**config.mk**
```make
export PLATFORM = sky130hd
export DESIGN_NAME = inertial_bias_calibrator_top
export DESIGN_NICKNAME = d
export VERILOG_FILES = /design/src/hdl/ibc_pkg.sv /design/src/hdl/inertial_bias_calibrator_top.sv
export SDC_FILE = /design/constraint.sdc
export NUM_CORES = 2
export LEC_CHECK = 0
export BUFFER_PORTS_ARGS = -buffer_cell sky130_fd_sc_hd__buf_2
export CORE_MARGIN = 4
export CORE_UTILIZATION = 40
export CTS_CLUSTER_SIZE = 12
export DETAILED_ROUTE_END_ITERATION = 10
export GPL_ROUTABILITY_DRIVEN = 1
export GPL_TIMING_DRIVEN = 0
export SETUP_SLACK_MARGIN = 0.1
export SKIP_LAST_GASP = 1
export SYNTH_ARGS = -nofsm -noshare
export SYNTH_HDL_FRONTEND = slang
export SYNTH_SLANG_ARGS = --single-unit
```
**constraint.sdc**
```tcl
create_clock -name clk -period 12.7 [get_ports clk]
set_input_delay 2.54 -clock clk [delete_from_list [all_inputs] [get_ports clk]]
set_output_delay 2.54 -clock clk [all_outputs]
set_load 0.02 [all_outputs]
```
**src/hdl/ibc_pkg.sv**
```systemverilog
// Shared widths, limits and reset values for the inertial bias calibrator.
`timescale 1ns / 1ps
`default_nettype none

package ibc_pkg;

  // raw sample and register widths
  localparam int unsigned RAW_W   = 16;
  localparam int unsigned AXES    = 3;
  localparam int unsigned SUM_W   = 24;
  localparam int unsigned BIAS_W  = 24;
  localparam int unsigned FRAC_W  = 8;
  localparam int unsigned GOUT_W  = 25;
  localparam int unsigned AOUT_W  = 22;
  localparam int unsigned PROD_W  = 2 * RAW_W;
  localparam int unsigned ASHIFT  = 7;

  // stream widths
  localparam int unsigned S_TDATA_W = 6 * RAW_W;
  localparam int unsigned M_TDATA_W = 144;
  localparam int unsigned M_USED_W  = AXES * GOUT_W + AXES * AOUT_W;

  // accelerometer gain reset, about -9.81/56 in Q1.15
  localparam logic signed [RAW_W-1:0] ACCEL_SCALE_RESET = -16'sd5740;

  // saturation limits of the scaled accelerometer value
  localparam logic signed [PROD_W-1:0] ACC_MAX = 32'sd2097151;
  localparam logic signed [PROD_W-1:0] ACC_MIN = -32'sd2097152;

  typedef logic signed [RAW_W-1:0]  raw_t;
  typedef logic signed [SUM_W-1:0]  sum_t;
  typedef logic signed [BIAS_W-1:0] bias_t;
  typedef logic signed [GOUT_W-1:0] gout_t;
  typedef logic signed [AOUT_W-1:0] aout_t;

endpackage

`default_nettype wire

```
**src/hdl/inertial_bias_calibrator_top.sv**
```systemverilog
// Top level: gyro bias removal, accelerometer scaling and startup bias calibration.
//
// Channel   Dir  Group                  Contents
// s_axis    in   tvalid/tready/tdata    six raw samples, one frame per transfer
// m_axis    out  tvalid/tready/tdata    three gyro Q.8 and three accel Q.8 values
//                tuser                  calibrated flag as it stood before the frame
// cfg       in   cfg_wr_en/cfg_wr_data  accelerometer gain, Q1.15
//
// One frame per cycle when nothing stalls, through an input register and then a
// result register to m_axis. s_axis_tready drops while the input register holds
// a frame that cannot move on (result stalled or bias unit busy). When the CAL_FRAMES-th
// frame moves on, the bias means are formed by reciprocal multiplication in the quotient,
// remainder and fraction states, once after reset; the next frame waits until they end.
// Reset (rst, synchronous) empties both registers and clears sums, bias and flag.
`timescale 1ns / 1ps
`default_nettype none

module inertial_bias_calibrator_top #(
  parameter int unsigned CAL_FRAMES = 64
) (
  input  wire logic                             clk,
  input  wire logic                             rst,
  // cfg write port
  input  wire logic                             cfg_wr_en,
  input  wire logic [ibc_pkg::RAW_W-1:0]        cfg_wr_data,
  // input stream
  input  wire logic                             s_axis_tvalid,
  output logic                                  s_axis_tready,
  // raw_gyro_x, raw_gyro_y, raw_gyro_z, raw_accel_x, raw_accel_y, raw_accel_z
  input  wire logic [ibc_pkg::S_TDATA_W-1:0]    s_axis_tdata,
  // output stream
  output logic                                  m_axis_tvalid,
  input  wire logic                             m_axis_tready,
  // gyro_out_x, gyro_out_y, gyro_out_z, accel_out_x, accel_out_y, accel_out_z, zero pad
  output logic [ibc_pkg::M_TDATA_W-1:0]         m_axis_tdata,
  // is_calibrated
  output logic                                  m_axis_tuser
);

  localparam int unsigned CW   = $clog2(CAL_FRAMES + 1);  // frame counter width
  localparam int unsigned AX   = ibc_pkg::AXES;
  localparam int unsigned LOGN = $clog2(CAL_FRAMES);
  // offset that makes the window sum non-negative
  localparam int unsigned MEAN_OFS = CAL_FRAMES << (ibc_pkg::RAW_W - 1);
  // numerator of the fractional step: remainder above, N/2 below
  localparam int unsigned FNW  = 2 * ibc_pkg::FRAC_W;
  localparam int unsigned SH1  = ibc_pkg::SUM_W + LOGN;
  localparam int unsigned SH2  = FNW + LOGN;
  localparam int unsigned R1W  = ibc_pkg::SUM_W + 1;
  localparam int unsigned R2W  = FNW + 1;
  localparam int unsigned P1W  = ibc_pkg::SUM_W + R1W;
  localparam int unsigned P2W  = FNW + R2W;
  // rounded-up reciprocals, exact floor division over the operand ranges
  localparam logic [R1W-1:0] RECIP1 =
    R1W'(((64'd1 << SH1) + 64'(CAL_FRAMES) - 64'd1) / 64'(CAL_FRAMES));
  localparam logic [R2W-1:0] RECIP2 =
    R2W'(((64'd1 << SH2) + 64'(CAL_FRAMES) - 64'd1) / 64'(CAL_FRAMES));

  typedef enum logic [1:0] {
    CAL_IDLE,
    CAL_QUOT,
    CAL_REM,
    CAL_FRAC
  } cal_state_t;

  // configuration
  ibc_pkg::raw_t  accel_scale;

  // input register
  logic           s1_valid;
  ibc_pkg::raw_t  s1_gyro  [AX];
  ibc_pkg::raw_t  s1_accel [AX];

  // result register
  logic           s2_valid;
  ibc_pkg::gout_t gyro_out  [AX];
  ibc_pkg::aout_t accel_out [AX];
  logic           cal_out;

  // calibration state
  ibc_pkg::sum_t  sums [AX];
  ibc_pkg::bias_t bias [AX];
  logic [CW-1:0]  frame_count;
  logic           calibrated;

  // bias unit
  cal_state_t                  cal_state;
  logic                        busy;
  logic [ibc_pkg::SUM_W-1:0]   mean_x   [AX];
  logic [ibc_pkg::RAW_W-1:0]   mean_q   [AX];
  logic [FNW-1:0]              frac_num [AX];

  // combinational
  logic                advance;
  logic                last_frame;
  ibc_pkg::sum_t       sum_next   [AX];
  ibc_pkg::gout_t      gyro_next  [AX];
  ibc_pkg::aout_t      accel_next [AX];
  logic signed [ibc_pkg::PROD_W-1:0] prod    [AX];
  logic signed [ibc_pkg::PROD_W-1:0] shifted [AX];
  logic [P1W-1:0]              prod1    [AX];
  logic [ibc_pkg::FRAC_W-1:0]  mean_rem [AX];
  logic [P2W-1:0]              prod2    [AX];
  logic [ibc_pkg::FRAC_W-1:0]  frac_q   [AX];

  // handshake: frames pass the input register unless the result is stalled or the bias unit is running
  assign busy          = (cal_state != CAL_IDLE);
  assign advance       = s1_valid && (!s2_valid || m_axis_tready) && !busy;
  assign s_axis_tready = !s1_valid || advance;
  assign last_frame    = advance && !calibrated && (frame_count == CW'(CAL_FRAMES - 1));

  // per-axis datapath
  always_comb begin
    for (int i = 0; i < AX; i++) begin
      // gyro: raw in Q.8 minus bias
      gyro_next[i] = {s1_gyro[i][ibc_pkg::RAW_W-1], s1_gyro[i], 8'b0}
                   - {bias[i][ibc_pkg::BIAS_W-1], bias[i]};
      // accel: gain product, floor shift, saturate
      prod[i]    = s1_accel[i] * accel_scale;
      shifted[i] = prod[i] >>> ibc_pkg::ASHIFT;
      if (shifted[i] > ibc_pkg::ACC_MAX) begin
        accel_next[i] = ibc_pkg::AOUT_W'(ibc_pkg::ACC_MAX);
      end else if (shifted[i] < ibc_pkg::ACC_MIN) begin
        accel_next[i] = ibc_pkg::AOUT_W'(ibc_pkg::ACC_MIN);
      end else begin
        accel_next[i] = ibc_pkg::AOUT_W'(shifted[i]);
      end
      // running sum, restarted at the first frame of the window
      sum_next[i] = ((frame_count == '0) ? ibc_pkg::sum_t'(0) : sums[i])
                  + {{(ibc_pkg::SUM_W - ibc_pkg::RAW_W){s1_gyro[i][ibc_pkg::RAW_W-1]}},
                     s1_gyro[i]};
      // integer part: offset sum over N, by reciprocal
      prod1[i]    = {{R1W{1'b0}}, mean_x[i]} * {{ibc_pkg::SUM_W{1'b0}}, RECIP1};
      // remainder of the integer part, below N
      mean_rem[i] = ibc_pkg::FRAC_W'(mean_x[i]
                  - ibc_pkg::SUM_W'(mean_q[i] * CAL_FRAMES));
      // fraction: (remainder*256 + N/2) over N
      prod2[i]    = {{R2W{1'b0}}, frac_num[i]} * {{FNW{1'b0}}, RECIP2};
      frac_q[i]   = prod2[i][SH2 +: ibc_pkg::FRAC_W];
    end
  end

  // input register
  always_ff @(posedge clk) begin
    if (rst) begin
      s1_valid <= 1'b0;
    end else if (s_axis_tvalid && s_axis_tready) begin
      s1_valid <= 1'b1;
    end else if (advance) begin
      s1_valid <= 1'b0;
    end
    if (s_axis_tvalid && s_axis_tready) begin
      for (int i = 0; i < AX; i++) begin
        s1_gyro[i]  <= s_axis_tdata[i*ibc_pkg::RAW_W +: ibc_pkg::RAW_W];
        s1_accel[i] <= s_axis_tdata[(i+AX)*ibc_pkg::RAW_W +: ibc_pkg::RAW_W];
      end
    end
  end

  // result register
  always_ff @(posedge clk) begin
    if (rst) begin
      s2_valid <= 1'b0;
    end else if (advance) begin
      s2_valid <= 1'b1;
    end else if (m_axis_tready) begin
      s2_valid <= 1'b0;
    end
    if (advance) begin
      gyro_out  <= gyro_next;
      accel_out <= accel_next;
      cal_out   <= calibrated;
    end
  end

  // gain register
  always_ff @(posedge clk) begin
    if (rst) begin
      accel_scale <= ibc_pkg::ACCEL_SCALE_RESET;
    end else if (cfg_wr_en) begin
      accel_scale <= cfg_wr_data;
    end
  end

  // calibration window and bias unit
  always_ff @(posedge clk) begin
    if (rst) begin
      frame_count <= '0;
      calibrated  <= 1'b0;
      cal_state   <= CAL_IDLE;
      for (int i = 0; i < AX; i++) begin
        sums[i] <= '0;
        bias[i] <= '0;
      end
    end else begin
      unique case (cal_state)
        CAL_IDLE: begin
          if (advance && !calibrated) begin
            sums <= sum_next;
            if (last_frame) begin
              frame_count <= '0;
              cal_state   <= CAL_QUOT;
              for (int i = 0; i < AX; i++) begin
                mean_x[i] <= sum_next[i] + ibc_pkg::SUM_W'(MEAN_OFS);
              end
            end else begin
              frame_count <= frame_count + 1'b1;
            end
          end
        end
        CAL_QUOT: begin
          for (int i = 0; i < AX; i++) begin
            mean_q[i] <= prod1[i][SH1 +: ibc_pkg::RAW_W];
          end
          cal_state <= CAL_REM;
        end
        CAL_REM: begin
          for (int i = 0; i < AX; i++) begin
            frac_num[i] <= {mean_rem[i], ibc_pkg::FRAC_W'(CAL_FRAMES / 2)};
          end
          cal_state <= CAL_FRAC;
        end
        CAL_FRAC: begin
          // integer part back from offset form, fraction below it
          for (int i = 0; i < AX; i++) begin
            bias[i] <= {~mean_q[i][ibc_pkg::RAW_W-1], mean_q[i][ibc_pkg::RAW_W-2:0],
                        frac_q[i]};
          end
          calibrated <= 1'b1;
          cal_state  <= CAL_IDLE;
        end
      endcase
    end
  end

  // output packing
  assign m_axis_tvalid = s2_valid;
  assign m_axis_tuser  = cal_out;
  assign m_axis_tdata  = {(ibc_pkg::M_TDATA_W - ibc_pkg::M_USED_W)'(0),
                          accel_out[2], accel_out[1], accel_out[0],
                          gyro_out[2], gyro_out[1], gyro_out[0]};

endmodule

`default_nettype wire

```
==> impl_metrics.tcl <==
set metrics [dict create \
    core_um2 130000 \
    cts_root_buffer "clkbuf_16" \
    ant_nets 0 \
    synth_fa_ha_area_share_pct 38.6 \
    place.gp.congestion 0.919 \
    fill_cells 12400 \
    drt-pass1-iter-count 6 \
    grt_pass1_wl_mm 222 \
    h-tree-depth 3 \
    dieArea_um2 137000 \
    max_slew.worst_pin.slew_ns 1.35 \
    cts_sinks 524 \
    path_cells "clkbuf_1, clkbuf_1, nand2_1, inv_1, fa_1, fa_1, fa_1, fa_1, fa_1, inv_1, fa_1, inv_1, ha_1, nand2_1, or4_1, or3_1, o41ai_1, xnor2_1, a31oi_1, buf_2, a21oi_1" \
    cts_resized 0 \
    dp_hpwl_mm 113 \
    drt_wl_total_mm 141 \
    grt_pass1_vias 38000 \
    maxSlewViolCount 0 \
    end_kind "register" \
    synth_compound_area_share_pct 7.10 \
    vias_per_cell 5.00 \
    crit_type "register to register" \
    cp.arrival_ns 9.43 \
    setup_viol 0 \
    fp-row-count 132 \
    synth-main-ff-cell "edfxtp_1" \
    portBuffers 252 \
    crit_path_top_delay_cell "clkbuf_1" \
    cts.clk_slew.worst_paths_ns 0.06 \
    reg2reg_depth 21 \
    cp_common_cell "fa_1" \
    drive_above_1_share_pct 7.74 \
    grt_max_degree 97 \
    fin_cells 7214 \
    status "finished, final reports clean" \
    drv_cap 0 \
    drt_first_iter_violations 2224 \
    grt_setup_unrepaired "no" \
    hold_path.class "register to register" \
    crit_required_ns 13.10 \
    max_freq_mhz 111 \
    synth_xor_area_share_pct 3.49 \
    dp.cells 7089 \
    ys_seq_elements 524 \
    die_h_um 370 \
    wl_per_cell_um 19.5 \
    worstPathMaxFanout 10 \
    post_cts_buffers 0 \
    yosysMostFrequentCell "inv_1" \
    synthDominantCellAreaShare_pct 30.0 \
    cpPeakStageDelay_ns 0.93 \
    grt.overflow.total 0 \
    min_path_cells 0 \
    initial_utilization_pct 40.4 \
    period_needed_ns 9.03 \
    antenna_found_initial 13 \
    cts_made_buffers 67 \
    synth_top_family_by_area "adder cells" \
    fin_worst_skew_ns 0.0553 \
    setup_tns_ns 0 \
    clock_latency_ns 0.69 \
    area_delta_synth_final_pct 11.2 \
    muxShareOfSynthArea_pct 0.404 \
    die_w_um 370 \
    via_count 36000 \
    syn-instance-count 5074 \
    yosys-top-cells-count "975 x inv_1, 786 x fa_1, 532 x nand2_1" \
    cts_hold_buf 0 \
    yosysSeqAreaShare_pct 28.2 \
    drc 0 \
    io_pins 264 \
    async_flop_share_pct 0 \
    clockBufferDepth 3 \
    cts_tree "yes" \
    finalHoldViolations 0 \
    yosys-top-cells-area "fa_1 30%, edfxtp_1 25%, ha_1 8.5%" \
    nNetsFinal 6676 \
    post-route-period-util_pct 71.1 \
    grt_use_total_pct 21.1 \
    yosys_warnings 0 \
    avgSynthCellArea_um2 10.3 \
    synth_simple_gate_area_share_pct 13.7 \
    relSlewSlack_pct 9.95 \
    yosysTopAreaCell "fa_1" \
    worst_setup_path_start_kind "register" \
    synth-edff-count 430 \
    ys_types 82 \
    synth.cell_area_um2 52400 \
]
==> cells by family after synthesis <==
kind of cell / after synthesis
buffers and inverters: 1172
XOR/XNOR: 209
adder cells (fa/ha/maj): 1143
multiplexers: 21
flip-flops: 524
AND/OR/NAND/NOR: 1433
AO/OA/AOI/OAI: 571
other: 1
==> critical path: cells and delay by family (launching register included) <==
family,cells,cell delay [ns]
adder cells (fa/ha/maj),7,3.83
buffers and inverters,6,2.01
AND/OR/NAND/NOR,4,1.23
AO/OA/AOI/OAI,3,0.87
flip-flops,1,0.57
XOR/XNOR,1,0.24
==> area by class of cell <==
| type | instances | area, um^2 | area share (%) |
|---|---|---|---|
| multi-input cells | 3386 | 33200 | 57.0 |
| flip-flops and latches | 524 | 14800 | 25.4 |
| inverters | 976 | 3670 | 6.30 |
| well taps | 1742 | 2180 | 3.74 |
| clock buffers | 87 | 1790 | 3.08 |
| repair buffers | 265 | 1470 | 2.53 |
| plain buffers | 196 | 811 | 1.39 |
| clock inverters | 34 | 349 | 0.599 |
| diodes | 4 | 10.0 | 0.0172 |
==> flip-flops by register name (all words and copies together), names as in the netlist <==
signal	cells
bias	66
frame_count	7
sums	66
cal_state	2
frac_num	18
mean_x	66
accel_scale	16
m_axis_tvalid	1
s1_valid	1
calibrated	1
s1_gyro	48
m_axis_tuser	1
s1_accel	48
mean_q	48
m_axis_tdata	135
==> worst paths after layout <==
check / slack [ns] / startpoint / to
worst min register to register: 0.41 / mean_x[0][42] / mean_q[0][28]
worst max register to register: 3.67 / accel_scale[1] / m_axis_tdata[81]
worst max-delay path: 3.67 / accel_scale[1] / m_axis_tdata[81]
worst min-delay path: 0.41 / mean_x[0][42] / mean_q[0][28]
==> through the flow <==
| step | cell area [um^2] | util (%) | hold slack (ns) | setup slack (ns) |
|---|---|---|---|---|
| after global placement | 55900 | 43.0 | 0.401 | 1.01 |
| after floorplan | 52400 | - | 0.400 | 4.27 |
| after detailed placement | 56100 | 43.2 | 0.405 | 3.67 |
| after CTS | 58300 | 44.9 | 0.400 | 3.66 |
| final | 58300 | 44.9 | 0.410 | 3.67 |
| after global routing | 58300 | 44.9 | 0.410 | 3.24 |
==> per-layer routing <==
metal,track usage [%],part of all wire [%]
met5,0,0.045
met4,6.86,3.4
met3,4.26,6.8
met2,34.8,47
met1,27.9,42
==> cells in the final DEF (no fill, tap or decap), types with 37 or more instances in the layout <==
| cell type | synthesis | routed |
|---|---|---|
| nand2_1 | 532 | 532 |
| o21ai_0 | 80 | 80 |
| nand3_1 | 37 | 37 |
| clkbuf_1 | 169 | 186 |
| a21oi_1 | 200 | 200 |
| a21o_1 | 95 | 95 |
| nor3_1 | 44 | 43 |
| and2_1 | 507 | 506 |
| buf_2 | 9 | 261 |
| ha_1 | 357 | 357 |
| fa_1 | 786 | 786 |
| inv_1 | 975 | 974 |
| dfxtp_1 | 94 | 94 |
| edfxtp_1 | 430 | 430 |
| xnor2_1 | 155 | 155 |
| nor2_1 | 166 | 166 |
| xor2_1 | 54 | 54 |
| clkbuf_16 | 0 | 68 |
Power is not shown: default switching activity piles up to over one toggle a cycle in this logic, so the estimate is an artifact.
